$ cat config.mk
export PLATFORM = sky130hd
export DESIGN_NAME = rational_add_mul_reduce
export DESIGN_NICKNAME = d
export VERILOG_FILES = /design/src/ramr_pkg.sv /design/src/ramr_ctrl.sv /design/src/ramr_dpath.sv /design/src/rational_add_mul_reduce.sv
export VERILOG_INCLUDE_DIRS = /design/src /design/src/src
export SDC_FILE = /design/constraint.sdc
export NUM_CORES = 2
export LEC_CHECK = 0
export ABC_AREA = 1
export BUFFER_PORTS_ARGS = -buffer_cell sky130_fd_sc_hd__buf_2
export CAP_MARGIN = 20
export CELL_PAD_IN_SITES_DETAIL_PLACEMENT = 0
export CELL_PAD_IN_SITES_GLOBAL_PLACEMENT = 1
export CORE_MARGIN = 2
export CORE_UTILIZATION = 45
export CTS_CLUSTER_DIAMETER = 40
export DETAILED_ROUTE_END_ITERATION = 10
export PLACE_DENSITY = 0.74
export SETUP_SLACK_MARGIN = 0.5
export SYNTH_ARGS = -nofsm -noshare
export SYNTH_HDL_FRONTEND = slang
export SYNTH_HIERARCHICAL = 1
export SYNTH_SLANG_ARGS = --single-unit
$ cat constraint.sdc
create_clock -name clk -period 6.88 [get_ports clk]
set_clock_uncertainty 0.15 [all_clocks]
set_input_delay 1.376 -clock clk [delete_from_list [all_inputs] [get_ports clk]]
set_output_delay 1.376 -clock clk [all_outputs]
set_load 0.01 [all_outputs]
$ cat src/rational_add_mul_reduce_assert.svh
// assertion macros for the rational arithmetic block
`ifndef RATIONAL_ADD_MUL_REDUCE_ASSERT_SVH
`define RATIONAL_ADD_MUL_REDUCE_ASSERT_SVH
`ifndef SYNTHESIS
`define RAMR_ASSERT(label, clk, rst, prop) \
  label: assert property (@(posedge clk) disable iff (rst) prop) else $error("assertion failed");
`define RAMR_ASSERT_NORST(label, clk, prop) \
  label: assert property (@(posedge clk) prop) else $error("assertion failed");
`else
`define RAMR_ASSERT(label, clk, rst, prop)
`define RAMR_ASSERT_NORST(label, clk, prop)
`endif
`endif

$ cat src/ramr_pkg.sv
// package: types, codes and constants of the rational arithmetic block
package ramr_pkg;
  localparam int FieldWidth = 16;
  localparam int NumW = 32;
  localparam int DenW = 30;

  typedef enum logic [1:0] {
    OP_ADD = 2'd0,
    OP_MUL = 2'd1,
    OP_CMP = 2'd2,
    OP_NOP = 2'd3
  } op_t;

  typedef struct packed {
    logic [1:0]            opcode;
    logic [FieldWidth-1:0] a_num;
    logic [FieldWidth-2:0] a_den;
    logic [FieldWidth-1:0] b_num;
    logic [FieldWidth-2:0] b_den;
  } in_item_t;

  typedef struct packed {
    logic [31:0] res_num;
    logic [29:0] res_den;
    logic        is_equal;
  } out_item_t;

  typedef enum logic [3:0] {
    S_IDLE, S_MUL1, S_MUL2, S_COMB, S_GCD, S_DIVN, S_DIVD, S_DONE
  } state_t;

  // controller to datapath
  typedef struct packed {
    logic load;
    logic mul1;
    logic mul2;
    logic comb;
    logic gcd_step;
    logic div_start;
    logic div_sel_den;
    logic div_step;
    logic emit;
  } dp_cmd_t;

  // datapath to controller
  typedef struct packed {
    logic direct;
    logic gcd_done;
    logic div_done;
  } dp_sts_t;
endpackage

$ cat src/ramr_ctrl.sv
// controller state machine of the rational arithmetic block
module ramr_ctrl import ramr_pkg::*; (
  input  logic    clk,
  input  logic    rst,
  input  logic    start,
  input  dp_sts_t sts,
  output dp_cmd_t cmd,
  output logic    busy
);
  state_t state, state_next;

  // state register
  always_ff @(posedge clk) begin
    if (rst) state <= S_IDLE;
    else state <= state_next;
  end

  // next state and commands
  always_comb begin
    state_next = state;
    cmd = '0;
    busy = 1'b1;
    unique case (state)
      S_IDLE: begin
        busy = 1'b0;
        if (start) begin
          cmd.load = 1'b1;
          state_next = S_MUL1;
        end
      end
      S_MUL1: begin
        cmd.mul1 = 1'b1;
        state_next = S_MUL2;
      end
      S_MUL2: begin
        cmd.mul2 = 1'b1;
        state_next = S_COMB;
      end
      S_COMB: begin
        cmd.comb = 1'b1;
        state_next = sts.direct ? S_DONE : S_GCD;
      end
      S_GCD: begin
        if (sts.gcd_done) begin
          cmd.div_start = 1'b1;
          state_next = S_DIVN;
        end else cmd.gcd_step = 1'b1;
      end
      S_DIVN: begin
        if (sts.div_done) begin
          cmd.div_start = 1'b1;
          cmd.div_sel_den = 1'b1;
          state_next = S_DIVD;
        end else cmd.div_step = 1'b1;
      end
      S_DIVD: begin
        cmd.div_sel_den = 1'b1;
        if (sts.div_done) state_next = S_DONE;
        else cmd.div_step = 1'b1;
      end
      S_DONE: begin
        cmd.emit = 1'b1;
        state_next = S_IDLE;
      end
      default: state_next = S_IDLE;
    endcase
  end
endmodule

$ cat src/ramr_dpath.sv
// datapath: products, signed combine, binary gcd and restoring divider
module ramr_dpath import ramr_pkg::*; (
  input  logic      clk,
  input  in_item_t  item,
  input  dp_cmd_t   cmd,
  output dp_sts_t   sts,
  output out_item_t result,
  output logic      done
);
  localparam int FW = FieldWidth;
  localparam int PW = 2 * FW;
  localparam int MW = 2 * FW + 1;
  localparam int CW = $clog2(MW + 1);

  logic [1:0]    op;
  logic [FW-1:0] ma, mb;
  logic [FW-2:0] ad, bd;
  logic          sa, sb, eq;
  logic [MW-1:0] p1, p2, den, mag;
  logic          sr;
  logic [MW-1:0] gx, gy;
  logic [CW-1:0] shift;
  logic [MW-1:0] gval;
  logic [MW-1:0] dq, drem, qn;
  logic [CW-1:0] dcnt;
  logic [FW-1:0] raw_a, raw_b;

  function automatic logic [MW-1:0] gdiff_c(input logic [MW-1:0] x, input logic [MW-1:0] y);
    gdiff_c = (x >= y) ? x - y : y - x;
  endfunction

  assign raw_a = FW'(item.a_num);
  assign raw_b = FW'(item.b_num);

  // gcd step values
  logic [MW-1:0] gdiff;
  assign gdiff = (gx >= gy) ? gx - gy : gy - gx;

  // divider step
  logic [MW:0] trial;
  assign trial = {drem, dq[MW-1]} - {1'b0, gval};

  always_ff @(posedge clk) begin
    // operand capture
    if (cmd.load) begin
      op <= item.opcode;
      sa <= raw_a[FW-1];
      sb <= raw_b[FW-1];
      ma <= raw_a[FW-1] ? (~raw_a + 1'b1) : raw_a;
      mb <= raw_b[FW-1] ? (~raw_b + 1'b1) : raw_b;
      ad <= (FW-1)'(item.a_den);
      bd <= (FW-1)'(item.b_den);
      eq <= (raw_a == raw_b) && (item.a_den == item.b_den);
    end
    // products: p1 and den in the first multiply step, p2 in the second
    if (cmd.mul1) begin
      p1 <= MW'(PW'(ma) * PW'(bd));
      den <= MW'(PW'(ad) * PW'(bd));
    end
    if (cmd.mul2) begin
      if (op == OP_MUL) p2 <= MW'(PW'(ma) * PW'(mb));
      else p2 <= MW'(PW'(mb) * PW'(ad));
    end
    // combine signs into magnitude
    if (cmd.comb) begin
      if (op == OP_MUL) begin
        mag <= p2; sr <= sa ^ sb;
      end else if (sa == sb) begin
        mag <= p1 + p2; sr <= sa;
      end else if (p1 >= p2) begin
        mag <= p1 - p2; sr <= sa;
      end else begin
        mag <= p2 - p1; sr <= sb;
      end
      gx <= (op == OP_MUL) ? p2 : ((sa == sb) ? p1 + p2 : gdiff_c(p1, p2));
      gy <= den;
      shift <= '0;
    end
    // binary gcd, one step per cycle
    if (cmd.gcd_step) begin
      if (gx == '0) begin
        gx <= gy;
      end else if (gy == '0) begin
        gy <= gy;
      end else if (!gx[0] && !gy[0]) begin
        gx <= gx >> 1; gy <= gy >> 1; shift <= shift + 1'b1;
      end else if (!gx[0]) gx <= gx >> 1;
      else if (!gy[0]) gy <= gy >> 1;
      else begin
        gx <= (gx < gy) ? gx : gy;
        gy <= gdiff >> 1;
      end
    end
    if (cmd.div_start && !cmd.div_sel_den) gval <= (gy == '0 ? gx : (gx == '0 ? gy : gx)) << shift;
    // restoring divider, one quotient bit per cycle
    if (cmd.div_start) begin
      if (cmd.div_sel_den) qn <= dq;
      dq <= cmd.div_sel_den ? den : mag;
      drem <= '0;
      dcnt <= '0;
    end else if (cmd.div_step) begin
      if (!trial[MW]) drem <= trial[MW-1:0];
      else drem <= {drem[MW-2:0], dq[MW-1]};
      dq <= {dq[MW-2:0], ~trial[MW]};
      dcnt <= dcnt + 1'b1;
    end
  end

  // status
  assign sts.direct = (op == OP_CMP) || (op == OP_NOP);
  assign sts.gcd_done = (gx == '0) || (gy == '0);
  assign sts.div_done = (dcnt == CW'(MW)) || (gval == '0);

  // result formation
  logic [MW-1:0] fnum, fden;
  always_comb begin
    fnum = (gval == '0) ? mag : qn;
    fden = (gval == '0) ? den : dq;
    result = '0;
    if (op == OP_CMP) result.is_equal = eq;
    else if (op != OP_NOP) begin
      result.res_num = (sr && fnum != '0) ? NumW'(~fnum + 1'b1) : NumW'(fnum);
      result.res_den = DenW'(fden);
    end
  end
  assign done = cmd.emit;
endmodule

$ cat src/rational_add_mul_reduce.sv
// top level of the rational arithmetic block
//
// usage: drive in with opcode and two fractions and raise start while busy
// is low; the transaction is taken at that edge and busy rises.
// add and multiply form the exact result in sign-magnitude, reduce it by a
// binary gcd (one step a cycle) and then divide numerator and denominator
// by the gcd in a restoring divider, one quotient bit a cycle; compare and
// the unused opcode skip the gcd and the divider; one item at a time.
// busy is low again in the valid cycle, so the next transaction can be
// taken at the edge that ends it.
// the result appears on out for one cycle with valid high; the receiver
// cannot stall, so it must take the transaction in that cycle.
// reset returns the controller to idle and drops the transaction in flight.
module rational_add_mul_reduce import ramr_pkg::*; (
  input  logic      clk,
  input  logic      rst,
  input  logic      start,
  input  in_item_t  in,
  output logic      busy,
  output logic      valid,
  output out_item_t out
);
`include "rational_add_mul_reduce_assert.svh"
  dp_cmd_t   cmd;
  dp_sts_t   sts;
  out_item_t res;
  logic      done;

  ramr_ctrl u_ctrl (.clk, .rst, .start, .sts, .cmd, .busy);
  ramr_dpath u_dpath (
    .clk, .item(in), .cmd, .sts, .result(res), .done
  );

  // output register
  always_ff @(posedge clk) begin
    if (rst) valid <= 1'b0;
    else valid <= done;
    if (done) out <= res;
  end

  `RAMR_ASSERT(a_valid_busy, clk, rst, valid |-> !$past(valid))
  `RAMR_ASSERT(a_start_busy, clk, rst, (start && !busy) |=> busy)
  `RAMR_ASSERT(a_cmp_zero, clk, rst, (valid && out.is_equal) |-> (out.res_den == '0))
endmodule
# Word-level counts from Yosys, hierarchy flattened
# Index checks and enable logic that the tools add are counted.
dict set report totals {
  regBits 473
  latchBits 0
  mem_bits_rw 0
  romBits 0
  input_bits 67
  output_inout_bits 65
  wordCells 154
  mem_count 0
}
dict set report op_classes {
  n_addsub 11
  n_mul 4
  div 0
  magnitude_cmp 3
  n_eq_ne 21
  shifts 1
  mux 59
  bitwise 6
  reduce_logical 19
}
# op count
set op_table {}
lappend op_table {{$mux W33} 25}
lappend op_table {{$logic_not A33 Y1} 3}
lappend op_table {{$sub A33 B33 Y33} 2}
lappend op_table {{$mux W32} 2}
lappend op_table {{$mul A16 B15 Y31} 2}
lappend op_table {{$sub A34 B33 Y34} 1}
lappend op_table {{$add A31 B33 Y33} 1}
lappend op_table {{$ge A31 B33 Y1} 1}
lappend op_table {{$ge A33 B33 Y1} 1}
lappend op_table {{$lt A33 B33 Y1} 1}
lappend op_table {{$reduce_bool A33 Y1} 1}
lappend op_table {{$shl A33 B6 Y33} 1}
lappend op_table {{$sub A31 B33 Y33} 1}
lappend op_table {{$sub A33 B31 Y33} 1}
lappend op_table {{$add A16 B1 Y16 const B} 2}
lappend op_table {{$add A32 B1 Y32 const B} 1}
lappend op_table {{$mul A16 B16 Y32} 1}
lappend op_table {{$not A16 Y16} 2}
lappend op_table {{$not A32 Y32} 1}
lappend op_table {{$mux W31} 1}
lappend op_table {{$mul A15 B15 Y30} 1}
lappend op_table {{$mux W15} 2}
lappend op_table {{$mux W30} 1}
lappend op_table {{$mux W6} 5}
lappend op_table {{other kinds (29)} 64}

# Logic depth before layout (Yosys ltp)
dict set report depth {
  ltp_word 11
  ltp_mapped 29
  ltp_nobuf 27
}

# Modules after synthesis
# Netlist, hierarchy kept.
# module n_inst cells_each area_each_um2 seq_area_each_um2
set by_module_without_submodules {}
lappend by_module_without_submodules {ramr_dpath 1 9529 68110.3 11671.2}
lappend by_module_without_submodules {rational_add_mul_reduce 1 66 1921.8 1911.8}
lappend by_module_without_submodules {ramr_ctrl 1 43 260.2 60.1}

# Worst setup path before layout
# OpenSTA, ideal clock, no wires.
dict set report synth_path {
  path_kind {flip-flop to flip-flop}
  start {register u_dpath.ma[10]}
  end {register u_dpath.p1[27], data pin}
  setup_ns 0.262
  arrival_time_ns 5.656
  required_time_ns 6.468
  path_slack_ns 0.812
  path_stages_with_launch 26
  path_buffers 1
  synth_period_minus_slack_ns 6.068
  cell_sequence {edfxtp_1 > clkbuf_1 > nand2_1 > inv_1 > fa_1 > inv_1 > fa_1 > inv_1 > fa_1 > inv_1 > fa_1 > inv_1 > fa_1 > inv_1 > fa_1 > inv_1 > ha_1 > a21oi_1 > o21ai_0 > a21oi_1 > o21ai_0 > a21boi_0 > o21ai_0 > a21boi_0 > o21bai_1 > xor2_1}
}
dict set report synth_via {
  elab_chain_len 1
}
# element line_no
set synth_rtl {}
lappend synth_rtl {{start, declared} ramr_dpath.sv:16} ;# logic [FW-1:0] ma, mb;
lappend synth_rtl {{start signal, assigned} ramr_dpath.sv:49} ;# ma <= raw_a[FW-1] ? (~raw_a + 1'b1) : raw_a;
lappend synth_rtl {{$mul A16 B15 Y31} ramr_dpath.sv:57} ;# p1 <= MW'(PW'(ma) * PW'(bd));
lappend synth_rtl {{end signal, assigned} ramr_dpath.sv:57}
lappend synth_rtl {{end, declared} ramr_dpath.sv:19} ;# logic [MW-1:0] p1, p2, den, mag;
# Every way passes these cells.
# A chain may end at the register's enable or synchronous reset.

# Worst setup path after layout
dict set report layout_path {
  start {register u_dpath.ma[3]}
  end {register u_dpath.p1[28], data pin}
}
# The elaborated chain is that of the path after synthesis.

==> out/summary.txt <==
post-synthesis sequential area ratio -> 19.4%
Post-synth EDFFs -> 421
status -> complete, no violations
synthesis-to-layout area growth -> 12.2%
port bufs -> 131
fmax -> 159 MHz
footprint of the multi-input gates -> 47,700 µm²
gr usage total -> 33.1%
Worst Setup Path Type -> flop to flop
yosys warns -> 6
grt ovf -> 0
Hold/Removal Path Class -> flop to flop
vias in the first global route -> 63,400
largest net degree at the start of global routing -> 88
Skew-Pair Late Insertion Delay -> 0.77 ns
Initial Util -> 45.2%
DRT Pass-1 Iters -> 6
routed length on met3 -> 19,300 µm
share of layout cells above drive strength 1 -> 8.08%
most frequent cells in the layout -> nand2_1, inv_1, fa_1
register area -> 13,600 µm²
Vias/cell -> 5.48
CTS Buf Count -> 106
CTS tree -> done
final setup fails -> 0
final setup TNS -> 0 ns
gp weighted congestion -> 1.00
syn_nets -> 11,000
area of the core -> 156,000 µm²
Mapped Cells -> 9,638
Detail Placement HPWL -> 211,000 µm
clock buffer depth -> 3
MaxCap Viol Count -> 0
Yosys cell types -> 56
I/O pin count -> 132
Sink Count -> 471
metal2 WL -> 122,000 µm
Worst Path Max Fanout -> 15
period utilization -> 91.1%
wirelength, routed -> 267,000 µm
CP Capture Type -> flop
Met1 Routed Length -> 114,000 µm
H-tree levels -> 3
Root Driver -> clkbuf_16
Mapped Avg Cell Area -> 7.29 µm²
DR WL/cell -> 22.6 µm
Worst setup SP type -> flop
synthesized flop and latch total -> 471
# rows -> 145
Worst Tran Pin Value -> 1.09 ns
Die Y -> 399 µm
first-pass GRT wire length -> 399,000 µm
Via Count -> 65,000
Clock transition at path regs -> 0.06 ns
Most used DFF post-synth -> edfxtp_1
fill cell total of the finished layout -> 15,600
Antenna Nets Post-Route -> 0
final hold viol count -> 0
Netlist Area Pre-Place -> 70,300 µm²
nets -> 11,100
initial antenna violation count -> 6
hold bufs inserted after CTS -> 0
Die ar. -> 159,000 µm²
RSZ-0062 raised after global routing -> yes
Die Width -> 399 µm
async set or reset register ratio after synthesis -> 0%
CP arrival -> 6.66 ns
Tmin final -> 6.27 ns
Slew HR -> 26.7%
Top Layer Used -> met4
Post-route DRC -> 0
CP required -> 7.27 ns
FF-to-FF setup slack -> 0.61 ns
drt first-iter violations -> 6,334
commonest non-fill, non-tap cell in the layout -> nand2_1
Pins Over Slew Limit -> 0
-- cells in the mapped netlist (5+ instances only) --
cell | number | area share [%]
nor3b_1 | 5 | 0.053
clkinv_1 | 7 | 0.037
edfxtp_1 | 421 | 18
nor2_2 | 8 | 0.071
o21bai_1 | 27 | 0.29
buf_6 | 11 | 0.18
a31oi_1 | 19 | 0.17
buf_1 | 30 | 0.16
inv_1 | 2050 | 11
o31ai_1 | 9 | 0.096
nor3_1 | 84 | 0.60
o21ai_0 | 454 | 3.2
a221oi_1 | 33 | 0.41
xnor2_1 | 89 | 1.1
inv_2 | 22 | 0.12
and2_1 | 6 | 0.053
ha_1 | 586 | 10
dfxtp_1 | 50 | 1.4
nand3b_1 | 6 | 0.064
xor2_1 | 155 | 1.9
or2_2 | 15 | 0.13
a211oi_1 | 9 | 0.096
clkbuf_2 | 5 | 0.036
o211ai_1 | 81 | 0.87
nor2_4 | 7 | 0.11
fa_1 | 727 | 21
nor2_1 | 488 | 2.6
nor4_1 | 25 | 0.22
a21boi_0 | 12 | 0.13
clkbuf_1 | 347 | 1.9
nand2_1 | 2436 | 13
nand4_1 | 87 | 0.77
nand2_2 | 12 | 0.11
nand3_1 | 522 | 3.7
o21ai_1 | 28 | 0.20
o221ai_1 | 31 | 0.39
buf_2 | 33 | 0.23
nand3_2 | 5 | 0.071
a22oi_1 | 8 | 0.085
a21oi_1 | 595 | 4.2
o21ai_2 | 6 | 0.075
o21a_1 | 22 | 0.23
buf_4 | 11 | 0.12
a21o_1 | 32 | 0.34
-- through the flow --
| stage | std cells | hold slack (ns) | util, % | area, µm² | worst slack, ns |
|---|---|---|---|---|---|
| 2_1_floorplan | 9638 | 0.277 | - | 70300 | 0.812 |
| 3_3_place_gp | 11600 | 0.289 | 47.1 | 73300 | 0.181 |
| 3_5_place_dp | 11600 | 0.286 | 47.1 | 73300 | 0.150 |
| 4_1_cts | 11800 | 0.293 | 49.9 | 77600 | 0.456 |
| 5_1_grt | 11900 | 0.306 | 50.7 | 78900 | 0.340 |
| 6_report | 11900 | 0.292 | 50.7 | 78900 | 0.609 |
-- registers in the layout, indices dropped and copies added, names as in the netlist, 30 cells and up --
register / cells
out: 63
u_dpath/den: 30
u_dpath/dq: 33
u_dpath/drem: 33
u_dpath/gval: 33
u_dpath/gx: 33
u_dpath/gy: 33
u_dpath/mag: 33
u_dpath/p1: 31
u_dpath/p2: 32
u_dpath/qn: 33
-- area by class of cell --
class / count / share of cell area (%)
timing repair buffer: 400 / 4.32
tap: 2058 / 3.26
clock inverter: 72 / 1.19
inverter: 2079 / 9.89
multi-input combinational: 6651 / 60.5
antenna: 4 / 0.0127
clock buffer: 124 / 3.51
sequential: 471 / 17.3
-- critical path: stages, from the launching register on --
cell and delay, ns:
edfxtp_1 0.52, buf_6 0.23, nand2_1 0.08, inv_1 0.05, fa_1 0.49, inv_1 0.06
fa_1 0.53, inv_1 0.05, fa_1 0.46, fa_1 0.52, fa_1 0.49, inv_1 0.05
fa_1 0.47, inv_1 0.06, ha_4 0.30, nand2_1 0.11, nor4_4 0.40, nand4_1 0.16
nand3_2 0.12, nand3_2 0.11, o21bai_2 0.21, nand2_1 0.07, nand3_1 0.12, xor2_2 0.22
-- routing by layer --
| metal | vias to the layer above | track usage, % |
|---|---|---|
| met1 | 31700 | 45.1 |
| met3 | 455 | 4.44 |
| met4 | 0 | 12.7 |
| li1 | 30200 | - |
| met2 | 2639 | 53.4 |
| met5 | - | 0 |
-- worst paths after layout --
kind / from / to / cells after the start
worst max-delay path: u_dpath/ma[3] / u_dpath/p1[28] / 23
worst min-delay path: u_dpath/dq[31] / u_dpath/qn[31] / 0
worst max register to register: u_dpath/ma[3] / u_dpath/p1[28] / 23
worst min register to register: u_dpath/dq[31] / u_dpath/qn[31] / 0
-- cell families after synthesis --
group	count (synthesis)	share of synthesized area (%)
flip-flops	471	19.4
AND/OR/NAND/NOR	3715	21.7
adder cells (fa/ha/maj)	1313	31.1
buffers and inverters	2516	13.7
XOR/XNOR	244	3.04
AO/OA/AOI/OAI	1379	11.0
-- timing repair --
item                       4_1_cts  5_1_grt
gates resized for setup         30      179
setup endpoints to repair       35       43
gates cloned                     0        5
setup buffers                   51       46
pin swaps                        0       40
Power is left out: the tool's default activity adds up to more than one toggle a clock period on the data nets, which glitch-free logic cannot reach.
